--- src/rtl/assert_macros.svh ---
// ---------------------------------------------------------------------------
// assertion macros used by the tokenizer rtl
// ---------------------------------------------------------------------------
`ifndef ASSERT_MACROS_SVH
`define ASSERT_MACROS_SVH

// implication checked on every rising clk edge outside reset
`define QCT_ASSERT_IMP(label, ante, cons, msg) \
  label: assert property (@(posedge clk) disable iff (!rst_n) (ante) |-> (cons)) \
    else $error(msg);

// next-cycle implication checked outside reset
`define QCT_ASSERT_NXT(label, ante, cons, msg) \
  label: assert property (@(posedge clk) disable iff (!rst_n) (ante) |=> (cons)) \
    else $error(msg);

`endif

--- src/rtl/qct_pkg.sv ---
// ---------------------------------------------------------------------------
// qct_pkg
// types and codes shared by the quoted command tokenizer
// ---------------------------------------------------------------------------
package qct_pkg;

  // tokenizer modes
  localparam logic [2:0] MODE_BETWEEN = 3'd0;
  localparam logic [2:0] MODE_TOKEN   = 3'd1;
  localparam logic [2:0] MODE_ESC     = 3'd2;
  localparam logic [2:0] MODE_DQ      = 3'd3;
  localparam logic [2:0] MODE_DQ_ESC  = 3'd4;
  localparam logic [2:0] MODE_SQ      = 3'd5;
  localparam logic [2:0] MODE_DISCARD = 3'd6;

  // result kinds
  localparam logic [1:0] KIND_BYTE = 2'd0;
  localparam logic [1:0] KIND_TEND = 2'd1;
  localparam logic [1:0] KIND_OK   = 2'd2;
  localparam logic [1:0] KIND_INC  = 2'd3;

  // special characters
  localparam logic [7:0] CH_NUL    = 8'h00;
  localparam logic [7:0] CH_TAB    = 8'h09;
  localparam logic [7:0] CH_LF     = 8'h0A;
  localparam logic [7:0] CH_VT     = 8'h0B;
  localparam logic [7:0] CH_FF     = 8'h0C;
  localparam logic [7:0] CH_CR     = 8'h0D;
  localparam logic [7:0] CH_SPACE  = 8'h20;
  localparam logic [7:0] CH_DQUOTE = 8'h22;
  localparam logic [7:0] CH_SQUOTE = 8'h27;
  localparam logic [7:0] CH_SEMI   = 8'h3B;
  localparam logic [7:0] CH_BSLASH = 8'h5C;

  localparam int QDEPTH = 4;
  localparam int QAW    = 2;

  typedef struct packed {
    logic [1:0] kind;
    logic [7:0] ch;
    logic       last;
  } res_t;

  // results caused by one input item
  typedef struct packed {
    logic [1:0] num;
    res_t       r0;
    res_t       r1;
  } step_res_t;

endpackage

--- src/rtl/quoted_command_tokenizer_top.sv ---
// ---------------------------------------------------------------------------
// quoted_command_tokenizer_top
// byte-wise shell style command tokenizer with quotes and escapes
// ---------------------------------------------------------------------------
// usage
//   in channel : one item per character byte (in_tuser = 0, in_tdata = byte)
//                or an end of expression mark (in_tuser = 1, in_tdata ignored)
//   out channel: token bytes, token end marks and command end marks; the
//                kind travels in out_tuser, the byte in out_tdata, and
//                out_tlast flags the final result of one input item
// throughput
//   an item's results enter the result queue when the item is accepted
//   one item accepted per cycle while the queue has room; an item yields zero,
//   one or two results and the out channel carries one result per cycle, so a
//   run of items with two results each is limited by the out side
//   the single mode register is updated on each accepted item
// reset
//   synchronous active-low rst_n returns the mode to between tokens and
//   empties the result queue
// stall
//   a four-entry result queue parts the two sides; in_tready stays high
//   while at least two entries are free, so a stalled receiver backs the
//   input up as soon as fewer than two entries are free, which can be before the queue fills
// ---------------------------------------------------------------------------
module quoted_command_tokenizer_top import qct_pkg::*; (
  input  logic       clk,
  input  logic       rst_n,
  // input item channel
  input  logic       in_tvalid,
  output logic       in_tready,
  input  logic [7:0] in_tdata,   // [7:0] ch
  input  logic       in_tuser,   // [0] action
  // result item channel
  output logic       out_tvalid,
  input  logic       out_tready,
  output logic [7:0] out_tdata,  // [7:0] ch_res
  output logic [1:0] out_tuser,  // [1:0] kind
  output logic       out_tlast   // last result of an input item
);

  logic      in_accept;
  step_res_t step_res;
  res_t      head;
  logic      q_room;

  assign in_tready = q_room;
  assign in_accept = in_tvalid && in_tready;

  // mode tracking and decode of the incoming byte
  qct_step u_step (
    .clk    (clk),
    .rst_n  (rst_n),
    .accept (in_accept),
    .action (in_tuser),
    .ch     (in_tdata),
    .res    (step_res)
  );

  // result queue towards the out channel
  qct_outq u_outq (
    .clk       (clk),
    .rst_n     (rst_n),
    .push      (in_accept),
    .push_res  (step_res),
    .room      (q_room),
    .out_valid (out_tvalid),
    .out_res   (head),
    .out_ready (out_tready)
  );

  assign out_tdata = head.ch;
  assign out_tuser = head.kind;
  assign out_tlast = head.last;

endmodule

--- src/rtl/qct_step.sv ---
// ---------------------------------------------------------------------------
// qct_step
// mode register and per-byte decode into up to two results
// ---------------------------------------------------------------------------
module qct_step import qct_pkg::*; (
  input  logic       clk,
  input  logic       rst_n,
  input  logic       accept,
  input  logic       action,
  input  logic [7:0] ch,
  output step_res_t  res
);

  logic [2:0] mode_r;
  logic [2:0] mode_nxt;
  logic [2:0] m;
  logic       is_sep;
  logic       is_eol;

  always_comb begin
    m      = (mode_r > MODE_DISCARD) ? MODE_BETWEEN : mode_r;
    is_sep = (ch == CH_SPACE) || (ch == CH_TAB) || (ch == CH_VT) || (ch == CH_FF);
    is_eol = (ch == CH_CR) || (ch == CH_LF) || (ch == CH_SEMI);
    mode_nxt = m;
    res      = '0;

    if ((action && m != MODE_DISCARD) || (!action && m != MODE_DISCARD &&
        (ch == CH_NUL || is_eol))) begin
      // command end, with a token end first when a token is open
      mode_nxt = (!action && ch == CH_NUL) ? MODE_DISCARD : MODE_BETWEEN;
      if (m != MODE_BETWEEN) begin
        res.num     = 2'd2;
        res.r0.kind = KIND_TEND;
        res.r1.kind = (m == MODE_TOKEN) ? KIND_OK : KIND_INC;
        res.r1.last = 1'b1;
      end else begin
        res.num     = 2'd1;
        res.r0.kind = KIND_OK;
        res.r0.last = 1'b1;
      end
    end else if (action) begin
      mode_nxt = MODE_BETWEEN;
    end else begin
      case (m)
        MODE_BETWEEN, MODE_TOKEN: begin
          if (is_sep) begin
            if (m == MODE_TOKEN) begin
              res.num     = 2'd1;
              res.r0.kind = KIND_TEND;
              res.r0.last = 1'b1;
            end
            mode_nxt = MODE_BETWEEN;
          end else if (ch == CH_BSLASH) begin
            mode_nxt = MODE_ESC;
          end else if (ch == CH_DQUOTE) begin
            mode_nxt = MODE_DQ;
          end else if (ch == CH_SQUOTE) begin
            mode_nxt = MODE_SQ;
          end else begin
            res.num     = 2'd1;
            res.r0.kind = KIND_BYTE;
            res.r0.ch   = ch;
            res.r0.last = 1'b1;
            mode_nxt    = MODE_TOKEN;
          end
        end
        MODE_ESC: begin
          res.num     = 2'd1;
          res.r0.kind = KIND_BYTE;
          res.r0.ch   = ch;
          res.r0.last = 1'b1;
          mode_nxt    = MODE_TOKEN;
        end
        MODE_DQ: begin
          if (ch == CH_DQUOTE) begin
            mode_nxt = MODE_TOKEN;
          end else if (ch == CH_BSLASH) begin
            mode_nxt = MODE_DQ_ESC;
          end else begin
            res.num     = 2'd1;
            res.r0.kind = KIND_BYTE;
            res.r0.ch   = ch;
            res.r0.last = 1'b1;
          end
        end
        MODE_DQ_ESC: begin
          res.num     = 2'd1;
          res.r0.kind = KIND_BYTE;
          res.r0.ch   = ch;
          res.r0.last = 1'b1;
          mode_nxt    = MODE_DQ;
        end
        MODE_SQ: begin
          if (ch == CH_SQUOTE) begin
            mode_nxt = MODE_TOKEN;
          end else begin
            res.num     = 2'd1;
            res.r0.kind = KIND_BYTE;
            res.r0.ch   = ch;
            res.r0.last = 1'b1;
          end
        end
        default: begin
          // discarding until end of expression
          mode_nxt = MODE_DISCARD;
        end
      endcase
    end
  end

  always_ff @(posedge clk) begin
    if (!rst_n) begin
      mode_r <= MODE_BETWEEN;
    end else if (accept) begin
      mode_r <= mode_nxt;
    end
  end

endmodule

--- src/rtl/qct_outq.sv ---
// ---------------------------------------------------------------------------
// qct_outq
// small result queue, up to two pushes and one pop per cycle
// ---------------------------------------------------------------------------
`include "assert_macros.svh"

module qct_outq import qct_pkg::*; (
  input  logic       clk,
  input  logic       rst_n,
  input  logic       push,
  input  step_res_t  push_res,
  output logic       room,
  output logic       out_valid,
  output res_t       out_res,
  input  logic       out_ready
);

  res_t           mem_r [QDEPTH];
  logic [QAW-1:0] wr_r;
  logic [QAW-1:0] rd_r;
  logic [QAW:0]   cnt_r;
  logic [QAW:0]   cnt_nxt;
  logic [1:0]     n_push;
  logic           pop;

  assign room      = (cnt_r <= (QAW+1)'(QDEPTH - 2));
  assign out_valid = (cnt_r != '0);
  assign out_res   = mem_r[rd_r];
  assign pop       = out_valid && out_ready;
  assign n_push    = push ? push_res.num : 2'd0;
  assign cnt_nxt   = cnt_r + (QAW+1)'(n_push) - (QAW+1)'(pop);

  always_ff @(posedge clk) begin
    if (n_push != 2'd0) begin
      mem_r[wr_r] <= push_res.r0;
    end
    if (n_push == 2'd2) begin
      mem_r[wr_r + QAW'(1)] <= push_res.r1;
    end
  end

  always_ff @(posedge clk) begin
    if (!rst_n) begin
      wr_r  <= '0;
      rd_r  <= '0;
      cnt_r <= '0;
    end else begin
      wr_r  <= wr_r + QAW'(n_push);
      rd_r  <= rd_r + QAW'(pop);
      cnt_r <= cnt_nxt;
    end
  end

  `QCT_ASSERT_IMP(a_cnt_bound, 1'b1, cnt_r <= (QAW+1)'(QDEPTH), "result queue overflow")
  `QCT_ASSERT_IMP(a_push_room, push && push_res.num != 2'd0, room, "push without room")
  `QCT_ASSERT_NXT(a_pop_only, pop && n_push == 2'd0, cnt_r == $past(cnt_r) - 1'b1,
    "pop did not drop count")
  `QCT_ASSERT_IMP(a_ptr_gap, 1'b1, QAW'(wr_r - rd_r) == cnt_r[QAW-1:0], "pointer gap mismatch")

endmodule
--- config.mk ---
export PLATFORM = sky130hd
export DESIGN_NAME = quoted_command_tokenizer_top
export DESIGN_NICKNAME = d
export VERILOG_FILES = /design/src/rtl/qct_pkg.sv /design/src/rtl/quoted_command_tokenizer_top.sv /design/src/rtl/qct_step.sv /design/src/rtl/qct_outq.sv
export VERILOG_INCLUDE_DIRS = /design/src /design/src/rtl
export SDC_FILE = /design/constraint.sdc
export NUM_CORES = 1
export LEC_CHECK = 0
export BUFFER_PORTS_ARGS = -buffer_cell sky130_fd_sc_hd__buf_2
export CAP_MARGIN = 5
export CELL_PAD_IN_SITES_DETAIL_PLACEMENT = 0
export CELL_PAD_IN_SITES_GLOBAL_PLACEMENT = 1
export CORE_MARGIN = 3
export CORE_UTILIZATION = 47
export DETAILED_ROUTE_END_ITERATION = 10
export PLACE_DENSITY_LB_ADDON = 0.1
export SYNTH_ARGS = -nofsm -noshare
export SYNTH_HDL_FRONTEND = slang
export SYNTH_SLANG_ARGS = --single-unit
--- constraint.sdc ---
create_clock -name clk -period 4.5 [get_ports clk]
set_input_delay 0.225 -clock clk [delete_from_list [all_inputs] [get_ports clk]]
set_output_delay 0.225 -clock clk [all_outputs]
set_load 0.1 [all_outputs]
==> flow_summary.ini, run 1 <==
[power]
power.ir.vdd_worst_v = 0.0004306
power.static_leakage_uw = 0.001286
p_per_area_mw_per_mm2 = 684.4

[clock_network]
clock_tree.htree_level_count = 2
clk_pin_slew_ns = 0.11
cts-resized-gates = 0
clk_root_buffer_cell = clkbuf_8
cts_hold_buffers = 0
cts_buffers = 5
clock_sinks = 54
post-cts-setup-buffer-count = 0
tritoncts_clock_tree = done
clock_path_buffers = 2
worstSkewPairLatency_ns = 0.31

[timing]
worst_clock_skew_ns = 0.01437
fin_worst_hold_slack_ns = 0.2485
slew_headroom_pct = 42.13
period_minus_slack_ns = 3.575
final_hold_viol_count = 0
postLayoutSetupSlackWorst_ns = 0.9253
tightestPinTransition_ns = 0.8662
setup_repair_after_global_routing_missed_its_margin = false
setup_total_negative_slack_ns = 0
achievable_freq_mhz = 279.7
setup_violations = 0
maxSlewViolCount = 0
min_period_over_period_pct = 79.44

[detailed_routing]
drt_iter0_markers = 151
final_routed_wirelength_across_all_metal_layers_um = 6959
vias_per_cell = 5.864
antenna_violating_nets_post_route = 0
drt_drc_violations_left = 0
detail_route.wl_per_cell_um = 17.48
drtPass1Iterations = 4
via_count = 2334

[yosys]
post_synth_most_frequent_cells = dfxtp_1, nand3_1, o21ai_1, nand2_1, and2_1
synth_area_mm2 = 0.003073
syn_area_per_cell_um2 = 10.04
synth_largest_type_area_fraction_pct = 27.36
synthesis.nets = 327
synth_enable_flop_cells = 12
synthArstFlopShare_pct = 0
prevailing_post_synth_register_cell = dfxtp_1
yosys_register_bits = 54
synth_sequential_area_ratio_pct = 39.09
synth_cells = 306
synth_most_common_cell = dfxtp_1
ys.warnings.count = 0
synth_top_area_cell = dfxtp_1
ys_top_cells_by_area = dfxtp_1, edfxtp_1, mux4_2, nand3_1, o21ai_1
synthDistinctLibCells = 62

[setup_path]
timing.critical_path.slowest_stage_cell = dfxtp_1
worst_ep_arrival_time_ns = 3.78
critPathMaxStageDelay_ns = 0.58
critPathKind = flop to flop
worstPathBufferInverterCount = 0
worst_path_dominant_cell_family = adder cells
worstSetupEndpointType = flop
timing.critical_path.from_type = flop
critical_path_required_ns = 4.70
critical_path.cell_chain = ha_1 -> nand4bb_1 -> a31oi_1 -> a41o_1 -> a211o_4 -> and2_1 -> a21oi_2 -> nor2_1 -> ha_1 -> fa_1 -> xnor2_1 -> xnor2_1 -> and2_1
cp_max_fo = 12

[die]
die_area_mm2 = 0.007545
die_y_um = 86.86
die_w_um = 86.86
starting_density_of_the_core_pct = 50.12
core-area_mm2 = 0.006131
io_pins = 26
rows = 28

[placed_design]
place.gp.congestion = 0.8301
numPlacedInstances = 390
dp_slack_ns = 0.9545
placement.io_buffers = 25
post_dp_cell_area_mm2 = 0.003176
detailed_placer_s_ending_hpwl_um = 5229

[global_routing]
met1_usage_pct = 27.47
globalRoute.totalOverflow = 0
first_global_vias = 2183
grt_first_pass_wirelength_um = 11360
grtUsageTotal_pct = 19.34
grt_busiest_layer = met2
gr-usage-met3_pct = 2.838
grt_antenna_before_repair = 0
grt_max_degree = 19
globalRouteMet2Util_pct = 31.47

[worst_hold_path]
worst_hold_path_type = input pin to flop

[run]
cap_violations = 0

[layout]
nNetsFinal = 343
stdcell_area_mm2 = 0.003292
area.growth.synth_to_final_pct = 7.126
diodes = 0
stdcell_count = 398
fraction_of_layout_cells_with_a_size_suffix_above_1_pct = 20.12

[status]
run_status = finished clean
==> cells in the final DEF, fill, tap and decap left out, types with 3 or more instances in the layout <==
| master | Yosys | layout |
|---|---|---|
| nor2b_1 | 3 | 3 |
| nand2_1 | 24 | 24 |
| o21ai_1 | 26 | 26 |
| a22o_1 | 6 | 6 |
| and3_1 | 3 | 3 |
| a21oi_1 | 10 | 10 |
| nand3_1 | 29 | 29 |
| edfxtp_1 | 12 | 12 |
| and2_1 | 16 | 16 |
| dfxtp_1 | 42 | 42 |
| buf_2 | 6 | 25 |
| o211ai_4 | 4 | 4 |
| ha_1 | 7 | 7 |
| xnor2_1 | 5 | 5 |
| clkbuf_8 | 0 | 5 |
| nor2_1 | 12 | 12 |
| o21ai_0 | 5 | 5 |
| or3_1 | 4 | 4 |
| mux4_2 | 11 | 11 |
| inv_1 | 9 | 9 |
| nand2b_1 | 4 | 4 |
| o22ai_1 | 5 | 5 |
| inv_2 | 3 | 3 |
==> through the flow <==
| step | util, % | power, µW |
|---|---|---|
| floorplan | - | 1749 |
| global placement | 51.80 | 1932 |
| detailed placement | 51.80 | 1940 |
| CTS | 53.69 | 2270 |
| global route | 53.69 | 2391 |
| finish | 53.69 | 2253 |
==> area by class of cell <==
| cell class | instances | area, µm² |
|---|---|---|
| inverters | 12 | 45.04 |
| fillers | 573 | 2839 |
| repair buffers | 25 | 125.1 |
| multi-input cells | 224 | 1710 |
| well taps | 75 | 93.84 |
| flip-flops and latches | 54 | 1201 |
| clock inverters | 3 | 47.55 |
| clock buffers | 5 | 68.82 |
==> state kept, by name, indices dropped and copies added (netlist names) <==
signal         flops
u_outq.cnt_r       3
u_step.mode_r      3
u_outq.rd_r        2
u_outq.wr_r        2
u_outq.mem_r      44
==> metal layers <==
| metal | share of wire [%] | routed length [µm] | vias to the layer above |
|---|---|---|---|
| met4 | 0.49 | 34 | 0 |
| li1 | - | - | 1178 |
| met5 | 0 | 0 | - |
| met1 | 46 | 3179 | 1098 |
| met3 | 5.4 | 375 | 2 |
| met2 | 48 | 3371 | 56 |
==> logic make-up after synthesis <==
group | Yosys count | synth area share, %
xor gates and xnor gates | 7 | 1.995
AOI/OAI and AO/OA | 77 | 18.57
adders and majority gates | 8 | 3.502
DFF | 54 | 39.09
buffers and inverters | 28 | 5.252
muxes | 13 | 8.713
and+or+nand+nor | 119 | 22.88
==> worst register-to-register path, delay by kind of cell, from the launching register on <==
family          cells  cell delay, ns
simple gates        4            0.65
fa+ha+maj           3            0.99
xor+xnor            2            0.28
flops               1            0.58
compound gates      4            0.99
==> power breakdown <==
group / total [µW] / internal, µW / switching (µW)
clock network: 331 / 169 / 162
logic: 1170 / 348 / 820
registers: 754 / 642 / 111
==> worst paths after layout <==
check                                        start            endpoint  slack [ns]  depth (start not counted)
worst max-delay path              u_step.mode_r[2]     u_outq.cnt_r[2]        0.93                         13
worst min-delay path                         rst_n      u_outq.rd_r[1]        0.25                          2
worst max register to register    u_step.mode_r[2]     u_outq.cnt_r[2]        0.93                         13
worst min register to register  u_outq.mem_r[0][1]  u_outq.mem_r[0][1]        0.46                          2
No activity file was read; power rests on OpenSTA's default activity.
==> run 2, diff against run 1 <==
==> constraint.sdc (replaced) <==
create_clock -name clk -period 3.34 [get_ports clk]
set_input_delay 0.167 -clock clk [delete_from_list [all_inputs] [get_ports clk]]
set_output_delay 0.167 -clock clk [all_outputs]
set_load 0.1 [all_outputs]
==> flow_summary.ini, run 2 (synthesized netlist as in run 1, its figures left out) <==
[detailed_routing]
vias_per_cell = 5.968
antenna_violating_nets_post_route = 0
routed-wl-met3_um = 380
via_count = 2441
final_routed_wirelength_across_all_metal_layers_um = 7253
detail_route.wl_per_cell_um = 17.73
drt_drc_violations_left = 0
highest-signal-layer = met4
met1Wirelength_um = 3146
drt_iter0_markers = 202
drtPass1Iterations = 4
met2_wirelength_um = 3546

[clock_network]
tritoncts_clock_tree = done
cts_buffers = 5
worstSkewPairLatency_ns = 0.31
clock_sinks = 54
clk_root_buffer_cell = clkbuf_8
clk_pin_slew_ns = 0.10
clock_path_buffers = 2
clock_tree.htree_level_count = 2
cts-resized-gates = 0
cts_hold_buffers = 0
post-cts-setup-buffer-count = 0

[timing]
slew_headroom_pct = 48.73
fin_worst_hold_slack_ns = 0.1796
achievable_freq_mhz = 323.2
postLayoutSetupSlackWorst_ns = 0.2464
tightestPinTransition_ns = 0.7680
maxSlewViolCount = 0
final_hold_viol_count = 0
worst_clock_skew_ns = 0.008687
period_minus_slack_ns = 3.094
setup_total_negative_slack_ns = 0
setup_violations = 0
min_period_over_period_pct = 92.62
setup_repair_after_global_routing_missed_its_margin = false

[worst_hold_path]
timing.hold.worst_path_depth = 2
worst_hold_path_type = input pin to flop

[setup_path]
worst_ep_arrival_time_ns = 3.31
timing.critical_path.from_type = flop
worst_reg2reg_path_length_in_cells = 13
critical_path_required_ns = 3.55
critPathKind = flop to flop
cp_max_fo = 7
worstSetupEndpointType = flop

[layout]
area.growth.synth_to_final_pct = 9.935
fraction_of_layout_cells_with_a_size_suffix_above_1_pct = 23.05
nNetsFinal = 354
diodes = 0
layout.cells.most_common_list = dfxtp_1, nand3_1, o21ai_1, buf_2, nand2_1
max_flop_register = u_outq.mem_r
final_common_cell = dfxtp_1
num-fill-cells = 575
stdcell_area_mm2 = 0.003378
final-seq-area_mm2 = 0.001201
largest_register_ff_count = 44
multi_input_area_mm2 = 0.001714
reg_top3 = u_outq.mem_r: 44 flops, u_outq.cnt_r: 3 flops, u_step.mode_r: 3 flops

[global_routing]
grtUsageTotal_pct = 20.04
grt_max_degree = 19
globalRoute.totalOverflow = 0
grt_first_pass_wirelength_um = 11700
first_global_vias = 2315
grt_antenna_before_repair = 0

[placed_design]
place.gp.congestion = 0.8512
detailed_placer_s_ending_hpwl_um = 5385
dp_slack_ns = 0.2422
placement.io_buffers = 25
post_dp_cell_area_mm2 = 0.003262

[die]
io_pins = 26
core-area_mm2 = 0.006131
die_area_mm2 = 0.007545
starting_density_of_the_core_pct = 50.12
rows = 28
die_w_um = 86.86
die_y_um = 86.86

[power]
power.static_leakage_uw = 0.001341
p_per_area_mw_per_mm2 = 912.6
power.ir.vdd_worst_v = 0.0005375

[run]
cap_violations = 0

[status]
run_status = finished clean
run 2: cell types whose count changed in the layout (fill, tap and decap cells not counted):
cell / before / now
a21oi_1: 10 / 9
buf_4: 0 / 11
a21oi_2: 1 / 2
run 2: layout make-up:
cell class / count / area share (%)
Clock buffer: 5 / 2.037
Timing Repair Buffer: 36 / 6.148
Tap cell: 75 / 2.778
Multi-Input combinational cell: 224 / 50.74
Clock inverter: 3 / 1.407
Sequential cell: 54 / 35.56
Inverter: 12 / 1.333
run 2: critical path: stages (launching register included):
cell	delay [ns]
dfxtp_1	0.38
ha_1	0.24
o21bai_1	0.17
and2_1	0.19
a41o_1	0.26
a211o_4	0.34
and2_1	0.20
a21oi_2	0.14
nor2_1	0.08
ha_1	0.22
fa_1	0.38
xnor2_1	0.19
xnor2_1	0.07
and2_1	0.15
run 2: where the power goes:
part           switching [µW]  internal, µW
logic                    1130           497
clock network             227           228
registers                 138           865
run 2: path summary, 6_finish.rpt:
check	endpoint	slack, ns	from
hold / removal	u_step.mode_r[1]	0.18	rst_n
hold reg to reg	u_outq.mem_r[0][1]	0.46	u_outq.mem_r[0][1]
setup reg to reg	u_outq.cnt_r[2]	0.25	u_step.mode_r[1]
setup / recovery	u_outq.cnt_r[2]	0.25	u_step.mode_r[1]
run 2: metal layers:
metal | vias up | global-route usage, %
met5 | - | 0
met4 | 0 | 7.082
met3 | 18 | 3.406
met2 | 80 | 34.23
met1 | 1151 | 25.43
li1 | 1192 | -
run 2: through the flow:
step                      power, µW  instances  utilization, %
after floorplan                2360        306               -
after global placement         2636        401           53.20
after detailed placement       2652        401           53.20
after CTS                      3102        409           55.10
after global routing           3260        409           55.10
final                          3083        409           55.10
